[config.mk]
export PLATFORM = sky130hd
export DESIGN_NAME = rrt_fifo
export DESIGN_NICKNAME = d
export VERILOG_FILES = /design/src/rtl/rrt_pkg.sv /design/src/rtl/rrt_fifo.sv
export SDC_FILE = /design/constraint.sdc
export NUM_CORES = 1
export LEC_CHECK = 0
export ABC_CLOCK_PERIOD_IN_PS = 5100
export BUFFER_PORTS_ARGS = -buffer_cell sky130_fd_sc_hd__buf_2
export CORE_MARGIN = 2
export CORE_UTILIZATION = 48
export DETAILED_ROUTE_END_ITERATION = 10
export PLACE_DENSITY = 0.7
export SYNTH_ARGS = -nofsm -noshare
export SYNTH_HDL_FRONTEND = slang
export SYNTH_SLANG_ARGS = --single-unit
[constraint.sdc]
create_clock -name clock -period 5.1 [get_ports clock]
set_input_delay 0.51 -clock clock [delete_from_list [all_inputs] [get_ports clock]]
set_output_delay 0.51 -clock clock [all_outputs]
set_load 0.02 [all_outputs]
[src/rtl/rrt_pkg.sv]
package rrt_pkg;

   localparam int ArcSteps     = 8;
   localparam int PtsPerCorner = ArcSteps + 1;
   localparam int PerimPoints  = 4 * PtsPerCorner;
   localparam int SegW         = 6;
   localparam int KW           = $clog2(PtsPerCorner);
   localparam int RadW         = 18;
   localparam int SinW         = 16;
   localparam int CoordW       = 23;
   localparam int VtxW         = 24;
   localparam int OutW         = 21;
   localparam int DeltaW       = 20;
   localparam int L2W          = 2 * DeltaW + 1;
   localparam int L2LoW        = 21;
   localparam int ThickW       = 12;
   localparam int MagW         = ThickW;
   localparam int OddW         = MagW + 1;
   localparam int QW           = 2 * OddW;
   localparam int NtW          = DeltaW + ThickW;
   localparam int RhsW         = 2 * NtW;
   localparam int BitIdxW      = $clog2(MagW);
   localparam int FifoDepth    = 4;
   localparam int FifoPtrW     = $clog2(FifoDepth);

   // Quarter-wave sine in Q15, one entry per arc point (ArcSteps + 1 entries).
   localparam logic [SinW-1:0] SinTable [0:ArcSteps] = '{
      16'd0, 16'd6393, 16'd12540, 16'd18205, 16'd23170,
      16'd27246, 16'd30274, 16'd32138, 16'd32768
   };

   localparam logic signed [VtxW-1:0] CoordMax = VtxW'((1 << (OutW - 1)) - 1);
   localparam logic signed [VtxW-1:0] CoordMin = -CoordMax - VtxW'(1);

   typedef enum logic [2:0] {
      CSR_LEFT, CSR_TOP, CSR_WIDTH, CSR_HEIGHT,
      CSR_RADIUS, CSR_FILL_RGBA, CSR_STROKE_RGBA, CSR_STROKE_WIDTH
   } csr_reg_type;

   typedef enum logic [1:0] {
      CORNER_TL, CORNER_TR, CORNER_BR, CORNER_BL
   } corner_type;

   typedef enum logic [2:0] {
      OFF_IDLE, OFF_PREP, OFF_RHS, OFF_SQ, OFF_MUL, OFF_CMP
   } off_state_type;

   typedef enum logic [1:0] {
      BK_IDLE, BK_SEARCH, BK_EMIT
   } back_state_type;

   typedef enum logic [3:0] {
      VX_CENTER, VX_FILL_S, VX_FILL_E, VX_A0, VX_B, VX_C0, VX_A1, VX_C1, VX_D
   } vtx_sel_type;

   typedef struct packed {
      logic signed [15:0] left;
      logic signed [15:0] top;
      logic [14:0]        width;
      logic [14:0]        height;
      logic [13:0]        radius;
      logic [31:0]        fill_rgba;
      logic [31:0]        stroke_rgba;
      logic [ThickW-1:0]  stroke_width;
   } cfg_type;

   typedef struct packed {
      logic signed [CoordW-1:0] x;
      logic signed [CoordW-1:0] y;
   } pt_type;

   typedef struct packed {
      logic signed [CoordW-1:0] sx;
      logic signed [CoordW-1:0] sy;
      logic signed [CoordW-1:0] ex;
      logic signed [CoordW-1:0] ey;
      logic                     neg_ox;
      logic                     neg_oy;
      logic [DeltaW-1:0]        adx;
      logic [DeltaW-1:0]        ady;
      logic                     fill_en;
      logic                     stroke_en;
   } seg_item_type;

   // Corner of a perimeter point, found by comparing against the corner starts.
   function automatic corner_type point_corner(input logic [SegW-1:0] idx);
      if (idx >= SegW'(3 * PtsPerCorner)) return CORNER_BL;
      if (idx >= SegW'(2 * PtsPerCorner)) return CORNER_BR;
      if (idx >= SegW'(PtsPerCorner)) return CORNER_TR;
      return CORNER_TL;
   endfunction

   // Position inside the corner arc: the index minus the corner's first point.
   function automatic logic [KW-1:0] point_step(input logic [SegW-1:0] idx);
      logic [SegW-1:0] base;
      case (point_corner(idx))
         CORNER_TL: base = '0;
         CORNER_TR: base = SegW'(PtsPerCorner);
         CORNER_BR: base = SegW'(2 * PtsPerCorner);
         default:   base = SegW'(3 * PtsPerCorner);
      endcase
      return KW'(idx - base);
   endfunction

   // (r * s + 0.5) in Q15, result never exceeds r.
   function automatic logic [RadW-1:0] radius_term(input logic [RadW-1:0] r,
                                                   input logic [SinW-1:0] s);
      logic [RadW+SinW:0] p;
      p = (RadW+SinW+1)'(r) * (RadW+SinW+1)'(s) + (RadW+SinW+1)'(16384);
      return p[RadW+14:15];
   endfunction

   function automatic pt_type corner_point(input corner_type c,
                                           input logic [RadW-1:0] a,
                                           input logic [RadW-1:0] b,
                                           input logic signed [CoordW-1:0] xl,
                                           input logic signed [CoordW-1:0] xr,
                                           input logic signed [CoordW-1:0] yt,
                                           input logic signed [CoordW-1:0] yb);
      logic signed [CoordW-1:0] as;
      logic signed [CoordW-1:0] bs;
      pt_type p;
      as = $signed(CoordW'(a));
      bs = $signed(CoordW'(b));
      case (c)
         CORNER_TL: begin p.x = xl - as; p.y = yt - bs; end
         CORNER_TR: begin p.x = xr + bs; p.y = yt - as; end
         CORNER_BR: begin p.x = xr + as; p.y = yb + bs; end
         default:   begin p.x = xl - bs; p.y = yb + as; end
      endcase
      return p;
   endfunction

   function automatic logic [OutW-1:0] sat_coord(input logic signed [VtxW-1:0] v);
      if (v > CoordMax) return CoordMax[OutW-1:0];
      if (v < CoordMin) return CoordMin[OutW-1:0];
      return v[OutW-1:0];
   endfunction

endpackage

[src/rtl/rrt_fifo.sv]
module rrt_fifo import rrt_pkg::*; (
   input  logic         clock,
   input  logic         reset,
   input  logic         push,
   input  seg_item_type din,
   input  logic         pop,
   output seg_item_type dout,
   output logic         full,
   output logic         empty
);

   seg_item_type          mem_ff [FifoDepth];
   logic [FifoPtrW-1:0]   wr_ff, wr_in;
   logic [FifoPtrW-1:0]   rd_ff, rd_in;
   logic [FifoPtrW:0]     cnt_ff, cnt_in;

   assign full  = (cnt_ff == (FifoPtrW+1)'(FifoDepth));
   assign empty = (cnt_ff == '0);
   assign dout  = mem_ff[rd_ff];

   always_comb begin
      wr_in  = push ? wr_ff + 1'b1 : wr_ff;
      rd_in  = pop ? rd_ff + 1'b1 : rd_ff;
      cnt_in = cnt_ff + (FifoPtrW+1)'(push) - (FifoPtrW+1)'(pop);
   end

   always_ff @(posedge clock) begin
      if (reset) begin
         wr_ff  <= '0;
         rd_ff  <= '0;
         cnt_ff <= '0;
      end else begin
         wr_ff  <= wr_in;
         rd_ff  <= rd_in;
         cnt_ff <= cnt_in;
      end
   end

   always_ff @(posedge clock) begin
      if (push) begin
         mem_ff[wr_ff] <= din;
      end
   end

endmodule

======== Yosys cells after proc, flatten, opt, wreduce, memory -nomap -nowiden ========
Memory sizes are Yosys's and may differ from the RTL's. A register that Yosys moved wholly into a read port is not among the register bits.
Index checks and enable logic that the tools add are counted.
word-level totals
  register bits after elaboration ......... 7
  latch bits .............................. 0
  bits in writable memories ............... 544
  ROM bits ................................ 0
  output and inout port bits .............. 138
  logic and storage cells ................. 14
  memories ................................ 1
memories
  memory  depth  bits a word  rd ports  clocked after memory_dff  write ports  RTL line        text
  mem_ff  4      136          1         1                         1            rrt_fifo.sv:12  seg_item_type mem_ff [FifoDepth];
cells by class
  add/subtract/negate cells ............... 4
  multipliers ............................. 0
  div/mod/pow operators ................... 0
  $lt $le $gt $ge ......................... 0
  equality and inequality tests ........... 1
  shift-type cells ........................ 0
  muxes and demuxes ....................... 4
  bitwise logic cells ..................... 0
  reductions and logical operators ........ 1
operators with widths
  operator                                     count
  adder 2 x 1 -> 2 bit, second input constant  2
  2-to-1 mux 2 bit                             2
  adder 3 x 1 -> 3 bit                         1
  equality test 3 bit, second input constant   1
  zero test 3 bit                              1
  subtractor 3 x 1 -> 3 bit                    1
  2-to-1 mux 1 bit                             2

======== Longest topological paths before layout ========
  depth after elaboration ................. 3
  gate-level depth with buffers ........... 7
  gate-level depth less buffers ........... 7

======== Worst setup path after synthesis ========
Ideal clock, no wire load.
  path kind ............................... reg2reg
  from .................................... register wr_ff[0]
  to ...................................... memory mem_ff[0][0] in the netlist's numbering, enable pin
  setup time .............................. 0.511 ns
  arrival time ............................ 3.659 ns
  required time ........................... 4.589 ns
  slack ................................... 0.930 ns
  stages on the path, launching flop included .. 4
  path buffers ............................ 0
  clock period less this slack ............ 4.170 ns
  path through ............................ dfxtp_1 > inv_1 > ha_1 > and2_1
RTL lines
  element                 RTL line        text
  start, declared         rrt_fifo.sv:13  logic [FifoPtrW-1:0] wr_ff, wr_in;
  start signal, assigned  rrt_fifo.sv:33  wr_ff <= wr_in;
  end, declared           rrt_fifo.sv:12
No word-level cell before the write port.

==> impl_metrics.ini <==
[synthesis]
synth.area.top_cells = edfxtp_1 (82%), mux4_2 (15%), dfxtp_1 (0.90%), buf_2 (0.37%), ha_1 (0.37%)
synth_compound_area_share_pct = 0.0750
synth_nets = 899
synth_area_mm2 = 0.0200
synth_xor_area_share_pct = 0.206
syn_avg_cell_area_um2 = 26.6
synth_top_area_share_pct = 81.6
synthAdderAreaFrac_pct = 0.475
synthMuxAreaShare_pct = 15.3
yosysWarnings = 0
synth_top_family_by_area = multiplexers
synthCells = 752
yosysSeqAreaShare_pct = 82.5
ys_seq_elements = 553
yosys.area_share.simple_pct = 0.375
synth.largest_area_cell = edfxtp_1
synth.distinct_cells = 21

[sta]
worst_pin_slew_ps = 1020
finalHoldViolCount = 0
tns_ps = 0
skew_ps = 15.8
finalSetupViolCount = 0
fmax_ghz = 0.297
rsz0062_at_grt = no
fin_crit_ps = 3360
relSlewSlack_pct = 31.8
fin_crit_sh_pct = 65.9
slew_viol_final = 0

[setup_path]
critPathKind = reg2out
crit_fanout = 47
setup.worst_path.end_class = primary output
startpoint_type = flop
crit_required_ps = 4590
cp.arrival_ps = 2850

[place]
port_buffers = 277
gp_congestion = 0.724
post-dp-hpwl_um = 22200
placed_area_mm2 = 0.0221

[clock_tree]
ctsHoldBuffers = 0
clock_latency_ps = 590
cts.path.max_buffers = 3
cts-root-buf = clkbuf_16
cts_num_sinks = 553
cts_resized = 0
cts_tree = yes
post-cts-setup-buffers = 0
clkTransAtPathRegs_ps = 60
h-tree-depth = 2
cts_made_buffers = 55

[run]
cap_violations = 0

[power_and_ir_drop]
irDropWorstVdd_v = 0.000306
p_sw_share_pct = 22.6
internal-power_uw = 7880
clock_power_share_pct = 37.8
net-switching-power_uw = 2300
power_frac_comb_pct = 10.0
pwr-share-seq_pct = 52.2
p_leak_uw = 0.00801
p_per_area_mw_per_mm2 = 427

[outcome]
status = finished clean

[finish]
nNetsFinal = 1219
final_common_cell = edfxtp_1
fin_area_mm2 = 0.0239
nFillCells = 2928
drive_above_1_share_pct = 46.8
syn2layout_area_growth_pct = 19.1
mostFrequentLayoutCells = edfxtp_1 (544), buf_2 (277), mux4_2 (136), clkbuf_16 (56), clkinv_2 (14)

[floorplan]
initial_core_util_pct = 48.8
floorplan.die_area_mm2 = 0.0434
die_y_um = 208
io_pins = 278
core-area_mm2 = 0.0410
die_w_um = 208
row_count = 74

[grt]
grt_max_degree = 78
grt.total_usage_pct = 17.3
overflow = 0
grt_pass1_wl_um = 56500
grt_pass1_vias = 9668
antenna_found_initial = 8

[hold_path]
hold_path.class = in2reg

[drt]
routed_via_density = 5.37
wl_um = 37200
wl_met2_um = 18300
wl_met1_um = 15200
dr_wl_met3_um = 2920
first_pass_iters = 5
ant_nets = 0
drcViolationCount = 0
drtIter0Drc = 574
wl_per_cell_um = 22.5
top_layer_used = met5
num_vias = 8886
## synthesized netlist by cell type
cell type and number:
nor2_1 5, inv_1 6, and3_1 1, nor3_1 1
buf_4 3, nand3b_1 1, a21oi_1 1, nor2b_1 2
mux2i_1 1, clkbuf_1 6, fa_1 1, edfxtp_1 544
mux4_2 136, and2_1 4, xor3_1 1, a21bo_2 1
buf_2 15, ha_1 6, buf_6 6, xnor2_1 2
dfxtp_1 9
## critical path: stages, from the launching register on
cell     delay (ps)
dfxtp_4        1030
buf_4           470
mux4_2          560
buf_2           180
## cell type report
class	instances	area [um2]	share of cell area, %
Sequential cell	553	16500	69.3
Multi-Input combinational cell	163	3310	13.9
Timing Repair Buffer	293	1560	6.52
Clock buffer	68	1490	6.23
Tap cell	532	666	2.79
Clock inverter	35	280	1.17
Inverter	6	22.5	0.0944
Antenna cell	6	15.0	0.0629
## sequential cells by signal, indices dropped and copies added, names as in the netlist, named ones only
signal  flops
wr_ff       2
mem_ff    544
rd_ff       2
cnt_ff      3
## per-layer routing
metal / track usage [%] / up-vias
met1: 22.1 / 4635
met5: 0 / -
met2: 28.4 / 270
met3: 5.93 / 60
li1: - / 3917
met4: 5.33 / 4
## power groups by stage
stage          clock [uW]  sequential (uW)  combinational [uW]
4_1_cts              3960             5320                1040
5_1_grt              4130             5330                1090
3_5_place_dp            0             5410                1040
3_3_place_gp            0             5400                1030
6_report             3850             5310                1020
2_1_floorplan           0             5380                 690
## per-stage QoR
step                      power, uW  worst slack [ps]  cells  utilization (%)  hold slack (ps)
after floorplan                6070               930    752                -              492
after CTS                     10300              1580   1650             58.1             85.1
after detailed placement       6450              2240   1547             53.8              518
after global placement         6430              2280   1547             53.8              508
after global routing          10600              1470   1650             58.1             98.1
final                         10200              1740   1656             58.2              127
## path summary, 6_finish.rpt
check                                            from                 endpoint  slack (ps)  cells after the start
worst max register to register  wr_ff[0]$_SDFFE_PP0P_  mem_ff[0][98]$_DFFE_PP_        2800                      4
worst max-delay path                             flop                dout[123]        1740                      3
worst min register to register  rd_ff[0]$_SDFFE_PP0P_                     flop         530                      2
worst min-delay path                          din[67]  mem_ff[0][67]$_DFFE_PP_         130                      1
## logic make-up (layout without fill, tap and decap cells)
group	after synthesis	in the layout
buffers and inverters	36	402
DFF	553	553
other	0	6
muxes	137	137
adders and majority gates	7	7
AOI/OAI and AO/OA	2	2
and+or+nand+nor	14	14
xor gates and xnor gates	3	3
No activity file was read; power rests on OpenSTA's default activity.
